==> config.mk <==
export PLATFORM = sky130hd
export DESIGN_NAME = keyed_entry_table_core
export DESIGN_NICKNAME = d
export VERILOG_FILES = /design/src/hdl/ket_pkg.sv /design/src/hdl/ket_ctrl.sv /design/src/hdl/ket_datapath.sv /design/src/hdl/keyed_entry_table_core.sv
export VERILOG_INCLUDE_DIRS = /design/src /design/src/hdl
export SDC_FILE = /design/constraint.sdc
export NUM_CORES = 1
export LEC_CHECK = 0
export BUFFER_PORTS_ARGS = -buffer_cell sky130_fd_sc_hd__buf_4
export CAP_MARGIN = 15
export CORE_MARGIN = 3
export CORE_UTILIZATION = 60
export DETAILED_ROUTE_END_ITERATION = 10
export PLACE_DENSITY_LB_ADDON = 0.15
export SYNTH_ARGS = -nofsm -noshare
export SYNTH_HDL_FRONTEND = slang
export SYNTH_SLANG_ARGS = --single-unit
==> constraint.sdc <==
create_clock -name clk -period 8.1 [get_ports clk]
set_input_delay 1.62 -clock clk [delete_from_list [all_inputs] [get_ports clk]]
set_output_delay 1.62 -clock clk [all_outputs]
set_load 0.02 [all_outputs]
==> src/hdl/keyed_entry_table_core_defines.svh <==
// Assertion macros shared by the keyed entry table RTL.
`ifndef KEYED_ENTRY_TABLE_CORE_DEFINES_SVH
`define KEYED_ENTRY_TABLE_CORE_DEFINES_SVH

// Same-cycle implication, checked on every rising edge outside reset.
`define KET_ASSERT_NOW(lbl, ante, cons, msg) \
    lbl: assert property (@(posedge clk) disable iff (!rst_n) (ante) |-> (cons)) \
        else $error(msg);

// Next-cycle implication, checked on every rising edge outside reset.
`define KET_ASSERT_NEXT(lbl, ante, cons, msg) \
    lbl: assert property (@(posedge clk) disable iff (!rst_n) (ante) |=> (cons)) \
        else $error(msg);

`endif

==> src/hdl/ket_pkg.sv <==
// Shared types and constants of the keyed entry table.
`default_nettype none

package ket_pkg;

    // Default number of table entries.
    localparam int TABLE_DEPTH_DEFAULT = 16;

    // Field widths of one transaction.
    localparam int KEY_W    = 16;
    localparam int TIME_W   = 16;
    localparam int STATUS_W = 3;

    // Command codes.
    localparam logic OP_ADD = 1'b0;
    localparam logic OP_DEL = 1'b1;

    // Result status codes.
    typedef enum logic [STATUS_W-1:0] {
        ST_OK      = 3'd0,
        ST_FULL    = 3'd1,
        ST_DUP     = 3'd2,
        ST_EMPTY   = 3'd3,
        ST_MISSING = 3'd4
    } status_code_t;

    // One stored table entry.
    typedef struct packed {
        logic [KEY_W-1:0]  key;
        logic [TIME_W-1:0] arrival;
        logic [TIME_W-1:0] burst;
    } entry_t;

    // Commands from the controller to the datapath.
    typedef struct packed {
        logic         latch;
        logic         idx_clear;
        logic         idx_inc;
        logic         rd_en;
        logic         rd_next;
        logic         wr_en;
        logic         wr_shift;
        logic         count_inc;
        logic         count_dec;
        logic         respond;
        status_code_t code;
    } ctrl_cmd_t;

    // Status from the datapath to the controller.
    typedef struct packed {
        logic is_del;
        logic full;
        logic empty;
        logic key_match;
        logic last;
    } dp_status_t;

endpackage

`default_nettype wire

==> src/hdl/ket_ctrl.sv <==
// Controller state machine that sequences the table scan and compaction.
`default_nettype none

module ket_ctrl (
    input  wire logic              clk,
    input  wire logic              rst_n,
    input  wire logic              start,
    input  wire ket_pkg::dp_status_t stat,
    output ket_pkg::ctrl_cmd_t     cmd,
    output logic                   busy
);
    import ket_pkg::*;

    typedef enum logic [6:0] {
        S_IDLE     = 7'b0000001,
        S_CHECK    = 7'b0000010,
        S_SCAN_RD  = 7'b0000100,
        S_SCAN_CMP = 7'b0001000,
        S_APPEND   = 7'b0010000,
        S_SHIFT_RD = 7'b0100000,
        S_SHIFT_WR = 7'b1000000
    } state_t;

    state_t state_reg;
    state_t state_next;

    // State register.
    always_ff @(posedge clk or negedge rst_n)
    begin
        if (!rst_n)
        begin
            state_reg <= S_IDLE;
        end
        else
        begin
            state_reg <= state_next;
        end
    end

    // Next state and datapath commands.
    always_comb
    begin
        state_next = state_reg;
        cmd        = '0;
        cmd.code   = ST_OK;
        unique case (state_reg)
            S_IDLE:
            begin
                if (start)
                begin
                    cmd.latch  = 1'b1;
                    state_next = S_CHECK;
                end
            end
            S_CHECK:
            begin
                if (!stat.is_del && stat.full)
                begin
                    cmd.respond = 1'b1;
                    cmd.code    = ST_FULL;
                    state_next  = S_IDLE;
                end
                else if (stat.empty)
                begin
                    if (stat.is_del)
                    begin
                        cmd.respond = 1'b1;
                        cmd.code    = ST_EMPTY;
                        state_next  = S_IDLE;
                    end
                    else
                    begin
                        state_next = S_APPEND;
                    end
                end
                else
                begin
                    cmd.idx_clear = 1'b1;
                    state_next    = S_SCAN_RD;
                end
            end
            S_SCAN_RD:
            begin
                cmd.rd_en  = 1'b1;
                state_next = S_SCAN_CMP;
            end
            S_SCAN_CMP:
            begin
                if (stat.key_match)
                begin
                    if (stat.is_del)
                    begin
                        state_next = S_SHIFT_RD;
                    end
                    else
                    begin
                        cmd.respond = 1'b1;
                        cmd.code    = ST_DUP;
                        state_next  = S_IDLE;
                    end
                end
                else if (stat.last)
                begin
                    if (stat.is_del)
                    begin
                        cmd.respond = 1'b1;
                        cmd.code    = ST_MISSING;
                        state_next  = S_IDLE;
                    end
                    else
                    begin
                        state_next = S_APPEND;
                    end
                end
                else
                begin
                    cmd.idx_inc = 1'b1;
                    state_next  = S_SCAN_RD;
                end
            end
            S_APPEND:
            begin
                cmd.wr_en     = 1'b1;
                cmd.count_inc = 1'b1;
                cmd.respond   = 1'b1;
                cmd.code      = ST_OK;
                state_next    = S_IDLE;
            end
            S_SHIFT_RD:
            begin
                if (stat.last)
                begin
                    cmd.count_dec = 1'b1;
                    cmd.respond   = 1'b1;
                    cmd.code      = ST_OK;
                    state_next    = S_IDLE;
                end
                else
                begin
                    cmd.rd_en   = 1'b1;
                    cmd.rd_next = 1'b1;
                    state_next  = S_SHIFT_WR;
                end
            end
            S_SHIFT_WR:
            begin
                cmd.wr_en    = 1'b1;
                cmd.wr_shift = 1'b1;
                cmd.idx_inc  = 1'b1;
                state_next   = S_SHIFT_RD;
            end
            default:
            begin
                state_next = S_IDLE;
            end
        endcase
    end

    assign busy = (state_reg != S_IDLE);

endmodule

`default_nettype wire

==> src/hdl/ket_datapath.sv <==
// Datapath of the keyed entry table: entry memory, fill count, index and result registers.
`default_nettype none

module ket_datapath #(
    parameter int TABLE_DEPTH = ket_pkg::TABLE_DEPTH_DEFAULT,
    parameter int CW          = $clog2(TABLE_DEPTH + 1)
) (
    input  wire logic                         clk,
    input  wire logic                         rst_n,
    input  wire ket_pkg::ctrl_cmd_t           cmd,
    input  wire logic                         opcode,
    input  wire logic [ket_pkg::KEY_W-1:0]    key_id,
    input  wire logic [ket_pkg::TIME_W-1:0]   arrive_time,
    input  wire logic [ket_pkg::TIME_W-1:0]   run_length,
    output ket_pkg::dp_status_t               stat,
    output logic                              done,
    output logic [ket_pkg::STATUS_W-1:0]      status,
    output logic [CW-1:0]                     entry_total
);
    import ket_pkg::*;

    localparam int IW = (TABLE_DEPTH > 1) ? $clog2(TABLE_DEPTH) : 1;

    // Entry memory, one word per slot.
    entry_t mem [TABLE_DEPTH];

    // Latched command transaction.
    logic              op_reg;
    logic [KEY_W-1:0]  key_reg;
    logic [TIME_W-1:0] arrival_reg;
    logic [TIME_W-1:0] burst_reg;

    logic [CW-1:0]     count_reg;
    logic [CW-1:0]     count_next;
    logic [IW-1:0]     idx_reg;
    logic [IW-1:0]     idx_next;
    entry_t            rd_data_reg;
    logic              done_reg;
    status_code_t      status_reg;

    logic [CW-1:0]     idx_plus_one;
    logic [IW-1:0]     rd_addr;
    logic [IW-1:0]     wr_addr;
    entry_t            wr_data;

    // Command latch; payload only, no reset.
    always_ff @(posedge clk)
    begin
        if (cmd.latch)
        begin
            op_reg      <= opcode;
            key_reg     <= key_id;
            arrival_reg <= arrive_time;
            burst_reg   <= run_length;
        end
    end

    // Address and data selection.
    always_comb
    begin
        idx_plus_one = CW'(idx_reg) + CW'(1);
        rd_addr      = cmd.rd_next ? IW'(idx_plus_one) : idx_reg;
        wr_addr      = cmd.wr_shift ? idx_reg : IW'(count_reg);
        if (cmd.wr_shift)
        begin
            wr_data = rd_data_reg;
        end
        else
        begin
            wr_data.key     = key_reg;
            wr_data.arrival = arrival_reg;
            wr_data.burst   = burst_reg;
        end
    end

    // Memory write and registered read.
    always_ff @(posedge clk)
    begin
        if (cmd.wr_en)
        begin
            mem[wr_addr] <= wr_data;
        end
        if (cmd.rd_en)
        begin
            rd_data_reg <= mem[rd_addr];
        end
    end

    // Index and count updates.
    always_comb
    begin
        idx_next = idx_reg;
        if (cmd.idx_clear)
        begin
            idx_next = '0;
        end
        else if (cmd.idx_inc)
        begin
            idx_next = IW'(idx_plus_one);
        end
        count_next = count_reg;
        if (cmd.count_inc)
        begin
            count_next = count_reg + CW'(1);
        end
        else if (cmd.count_dec)
        begin
            count_next = count_reg - CW'(1);
        end
    end

    // Control registers.
    always_ff @(posedge clk or negedge rst_n)
    begin
        if (!rst_n)
        begin
            count_reg <= '0;
            idx_reg   <= '0;
            done_reg  <= 1'b0;
        end
        else
        begin
            count_reg <= count_next;
            idx_reg   <= idx_next;
            done_reg  <= cmd.respond;
        end
    end

    // Result status register.
    always_ff @(posedge clk)
    begin
        if (cmd.respond)
        begin
            status_reg <= cmd.code;
        end
    end

    // Status towards the controller.
    always_comb
    begin
        stat.is_del    = (op_reg == OP_DEL);
        stat.full      = (count_reg == CW'(TABLE_DEPTH));
        stat.empty     = (count_reg == '0);
        stat.key_match = (rd_data_reg.key == key_reg);
        stat.last      = (idx_plus_one == count_reg);
    end

    assign done        = done_reg;
    assign status      = status_reg;
    assign entry_total = count_reg;

endmodule

`default_nettype wire

==> src/hdl/keyed_entry_table_core.sv <==
// Top level of the keyed entry table: controller, datapath and checks.
//
// A command transaction is taken when start is high and busy is low; busy then
// stays high until the result is produced. The result (status and entry_total)
// is shown for exactly one cycle with done high and must be taken in that
// cycle, since the block cannot hold it. A rejected add to a full table or
// delete from an empty one is answered straight from the check state, and an
// add to an empty table goes from there to the append state. Otherwise the
// controller walks the entry memory through its single registered read port,
// with a read state and a compare state per entry examined, and a delete then
// compacts the table with a read state and a write state per entry moved down.
// A successful command ends in the append state or at the end of compaction,
// and a duplicate or not-found rejection ends in the compare state. busy falls
// in the cycle in which done is high, so a new command may be given then.
`default_nettype none

`include "keyed_entry_table_core_defines.svh"

module keyed_entry_table_core #(
    parameter int TABLE_DEPTH = ket_pkg::TABLE_DEPTH_DEFAULT,
    parameter int CW          = $clog2(TABLE_DEPTH + 1)
) (
    input  wire logic                         clk,
    input  wire logic                         rst_n,
    input  wire logic                         start,
    output logic                              busy,
    input  wire logic                         opcode,
    input  wire logic [ket_pkg::KEY_W-1:0]    key_id,
    input  wire logic [ket_pkg::TIME_W-1:0]   arrive_time,
    input  wire logic [ket_pkg::TIME_W-1:0]   run_length,
    output logic                              done,
    output logic [ket_pkg::STATUS_W-1:0]      status,
    output logic [CW-1:0]                     entry_total
);
    import ket_pkg::*;

    ctrl_cmd_t  cmd;
    dp_status_t stat;

    // Command sequencing.
    ket_ctrl u_ctrl (
        .clk   (clk),
        .rst_n (rst_n),
        .start (start),
        .stat  (stat),
        .cmd   (cmd),
        .busy  (busy)
    );

    // Storage and comparison.
    ket_datapath #(
        .TABLE_DEPTH (TABLE_DEPTH),
        .CW          (CW)
    ) u_datapath (
        .clk         (clk),
        .rst_n       (rst_n),
        .cmd         (cmd),
        .opcode      (opcode),
        .key_id      (key_id),
        .arrive_time (arrive_time),
        .run_length  (run_length),
        .stat        (stat),
        .done        (done),
        .status      (status),
        .entry_total (entry_total)
    );

    // A result only ever appears once the controller has returned to idle.
    `KET_ASSERT_NOW(a_done_idle, done, !busy, "result shown while still busy")
    // An accepted transaction always makes the block busy.
    `KET_ASSERT_NEXT(a_accept_busy, start && !busy, busy, "accepted command did not start")
    // The fill count never exceeds the table depth.
    `KET_ASSERT_NOW(a_count_bound, 1'b1, entry_total <= CW'(TABLE_DEPTH), "fill count overflow")
    // A rejected command leaves the entry count unchanged.
    `KET_ASSERT_NOW(a_reject_stable, done && (status != ST_OK), $stable(entry_total), "rejected command changed count")
    // A successful command changes the entry count.
    `KET_ASSERT_NOW(a_ok_changes, done && (status == ST_OK), !$stable(entry_total), "successful command left count unchanged")

endmodule

`default_nettype wire
==> flow_metrics.tcl <==
set metrics [dict create \
    wl_per_cell_um 25.5 \
    fmax_mhz 229 \
    min_path_type "flip-flop to flip-flop" \
    overflow 0 \
    slew_violations 0 \
    status "finished clean" \
    crit_top_cell "xnor2_1" \
    cp_slowest_cell "dfrtp_4" \
    wirelength_um 35600 \
    grt_max_degree 75 \
    clock_skew_ns 0.0185 \
    gp_congestion 0.882 \
    syn_nets 1093 \
    cp-startpoint "u_datapath.idx_reg[0]$_DFFE_PN0P_" \
    r2r-start "u_datapath.idx_reg[0]$_DFFE_PN0P_" \
    yosys_warnings 0 \
    dp_hpwl_um 21400 \
    synth_top_area_share_pct 62.2 \
    cts_resized 0 \
    cts_setup_buffers 0 \
    fin_crit_ns 4.36 \
    ys.flop_type "edfxtp_1" \
    cts_inserted_buffers 31 \
    initial_core_util_pct 61.7 \
    root_buffer "clkbuf_16" \
    drtIter0Drc 1115 \
    rsz0062_at_grt "false" \
    synth_edf_count 292 \
    port_buffers 29 \
    htreeDepth 1 \
    area_growth_pct 10.6 \
    hold_path_startpoint "u_ctrl.state_reg[3]$_DFFE_PN0P_" \
    max_stage_delay_ns 0.80 \
    die_h_um 159 \
    synth_top_cell_by_area "edfxtp_1" \
    leakagePower_nw 4.94 \
    synth-seq-cells 309 \
    fin_setup_tns_ns 0 \
    avgViaCountPerCell 6.62 \
    core_area_sq_um 22800 \
    route.detailed.drc 0 \
    maxSlewHeadroom_pct 22.1 \
    cp-end-kind "flip-flop" \
    hold_viol 0 \
    worst_slew_pin_slew_ns 1.16 \
    fp.dieW_um 159 \
    crit_arrival_ns 4.79 \
    drive_gt1_share_pct 14.5 \
    synth_area_sq_um 14100 \
    rows 55 \
    drtAntennaViolNets 0 \
    path_clk_slew_ns 0.06 \
    fin_ws_ns 3.74 \
    max_cap_viol_count 0 \
    critPathKind "flip-flop to flip-flop" \
    cp_max_fo 48 \
    cts_tree "built" \
    final_cell_mix "edfxtp_1 (292), nand2_1 (86), nor2_1 (80)" \
    synth-async-reset-ratio_pct 5.50 \
    layout_commonest_cell "edfxtp_1" \
    grt_pass1_vias 9260 \
    holdBufCountCts 0 \
    n_fill_cell 1600 \
    syn_avg_cell_area_sq_um 13.6 \
    io_pins 62 \
    post-route-period-util_pct 53.8 \
    num_vias 9247 \
    startpoint_type "flip-flop" \
    syn_inst 1036 \
    setup_violations 0 \
    required_ns 8.53 \
    synth_seq_area_share_pct 65.3 \
    yosys-top-cells-area "edfxtp_1 (62%), mux4_2 (3.4%), dfrtp_1 (2.8%)" \
    power.density_nw_per_um2 273 \
    ir_worst_vdd_uv 196 \
    final_nets 1115 \
    largest_reg_flops 256 \
    path_cells "ha_2 > xnor2_1 > a211oi_2 > o211a_4 > nor3_1 > xnor2_1 > nand2_1 > o32ai_1 > or3_1" \
    clk_latency_ns 0.57 \
    yosysUniqueCellTypes 71 \
    grt_first_pass_wirelength_um 54300 \
    dp_slack_ns 3.84 \
    num_antenna_cells 0 \
    cts_max_path_buffers 3 \
    grt_usage_pct 27.9 \
    drtPass1Iterations 5 \
    dieArea_sq_um 25400 \
    numClockSinks 309 \
    antenna_found_initial 0 \
]
==> Yosys cell counts, types with 7 or more instances <==
library cell and number:
xor2_1 18, mux2i_1 40, edfxtp_1 292, o221ai_1 44
a31oi_1 8, inv_1 10, mux4_2 21, nand2_1 86
nor2_1 80, o22ai_1 48, clkbuf_1 29, o21ai_0 42
nor3_1 26, o211ai_1 17, nand4_1 7, o22a_1 12
a211oi_1 10, buf_1 9, a21oi_1 34, buf_4 7
xnor2_1 13, nor4_1 7, dfrtp_1 16, mux2_2 13
buf_2 19, nand3_1 19, nor2b_1 10, or3_1 8
==> where the power goes <==
group / leakage, nW / internal, mW / switching, mW
clock network: 0.483 / 0.826 / 0.585
registers: 2.86 / 1.89 / 0.0939
logic: 1.60 / 0.321 / 0.537
total: 4.94 / 3.03 / 1.22
==> layer usage <==
metal,GRT usage (%),wire length (um),up-vias
li1,-,-,4155
met1,38.4,14100,4549
met2,46.3,17200,450
met3,3.62,2920,93
met4,10.5,1410,0
met5,0,0,-
==> worst paths after layout <==
kind                                                              end  slack [ns]  cells after the start
worst max-delay path             u_datapath.rd_data_reg[44]$_DFFE_PP_        3.74                      9
worst min-delay path                  u_ctrl.state_reg[3]$_DFFE_PN0P_        0.55                      1
worst max register to register   u_datapath.rd_data_reg[44]$_DFFE_PP_        3.74                      9
worst min register to register        u_ctrl.state_reg[3]$_DFFE_PN0P_        0.55                      1
max in group asynchronous             u_ctrl.state_reg[0]$_DFFE_PN1P_        6.92                      1
min in group asynchronous       u_datapath.entry_total[2]$_DFFE_PN0P_        0.92                      1
==> cell type report <==
class | count | area (sq um) | share of cell area, %
well taps | 313 | 392 | 2.51
clock inverters | 22 | 209 | 1.34
inverters | 12 | 45.0 | 0.289
repair buffers | 56 | 420 | 2.70
multi-input cells | 648 | 4530 | 29.0
flip-flops and latches | 309 | 9200 | 59.0
clock buffers | 36 | 795 | 5.10
==> critical path, delay by kind of cell (launching register included) <==
family	cells	cell delay (ns)
simple gates	3	0.80
flops	1	0.80
fa+ha+maj	1	0.41
compound gates	3	1.37
xor+xnor	2	0.85
==> through the flow <==
step | power, mW | instance area, sq um | util (%) | instances | hold WS [ns]
floorplan | 2.60 | 14100 | - | 1036 | 0.496
global placement | 2.84 | 14600 | 63.8 | 1338 | 0.527
detailed placement | 2.86 | 14600 | 63.8 | 1338 | 0.535
CTS | 4.26 | 15600 | 68.2 | 1396 | 0.549
global route | 4.42 | 15600 | 68.2 | 1396 | 0.571
finish | 4.25 | 15600 | 68.2 | 1396 | 0.554
==> cell families (layout without fill, tap and decap cells) <==
group | Yosys count | after routing | synth area share [%]
adders and majority gates | 5 | 5 | 0.497
DFF | 309 | 309 | 65.3
muxes | 74 | 74 | 7.24
AOI/OAI and AO/OA | 258 | 258 | 12.9
and+or+nand+nor | 279 | 279 | 9.41
xor gates and xnor gates | 32 | 32 | 2.10
buffers and inverters | 79 | 126 | 2.62
No activity file was read; power rests on OpenSTA's default activity.
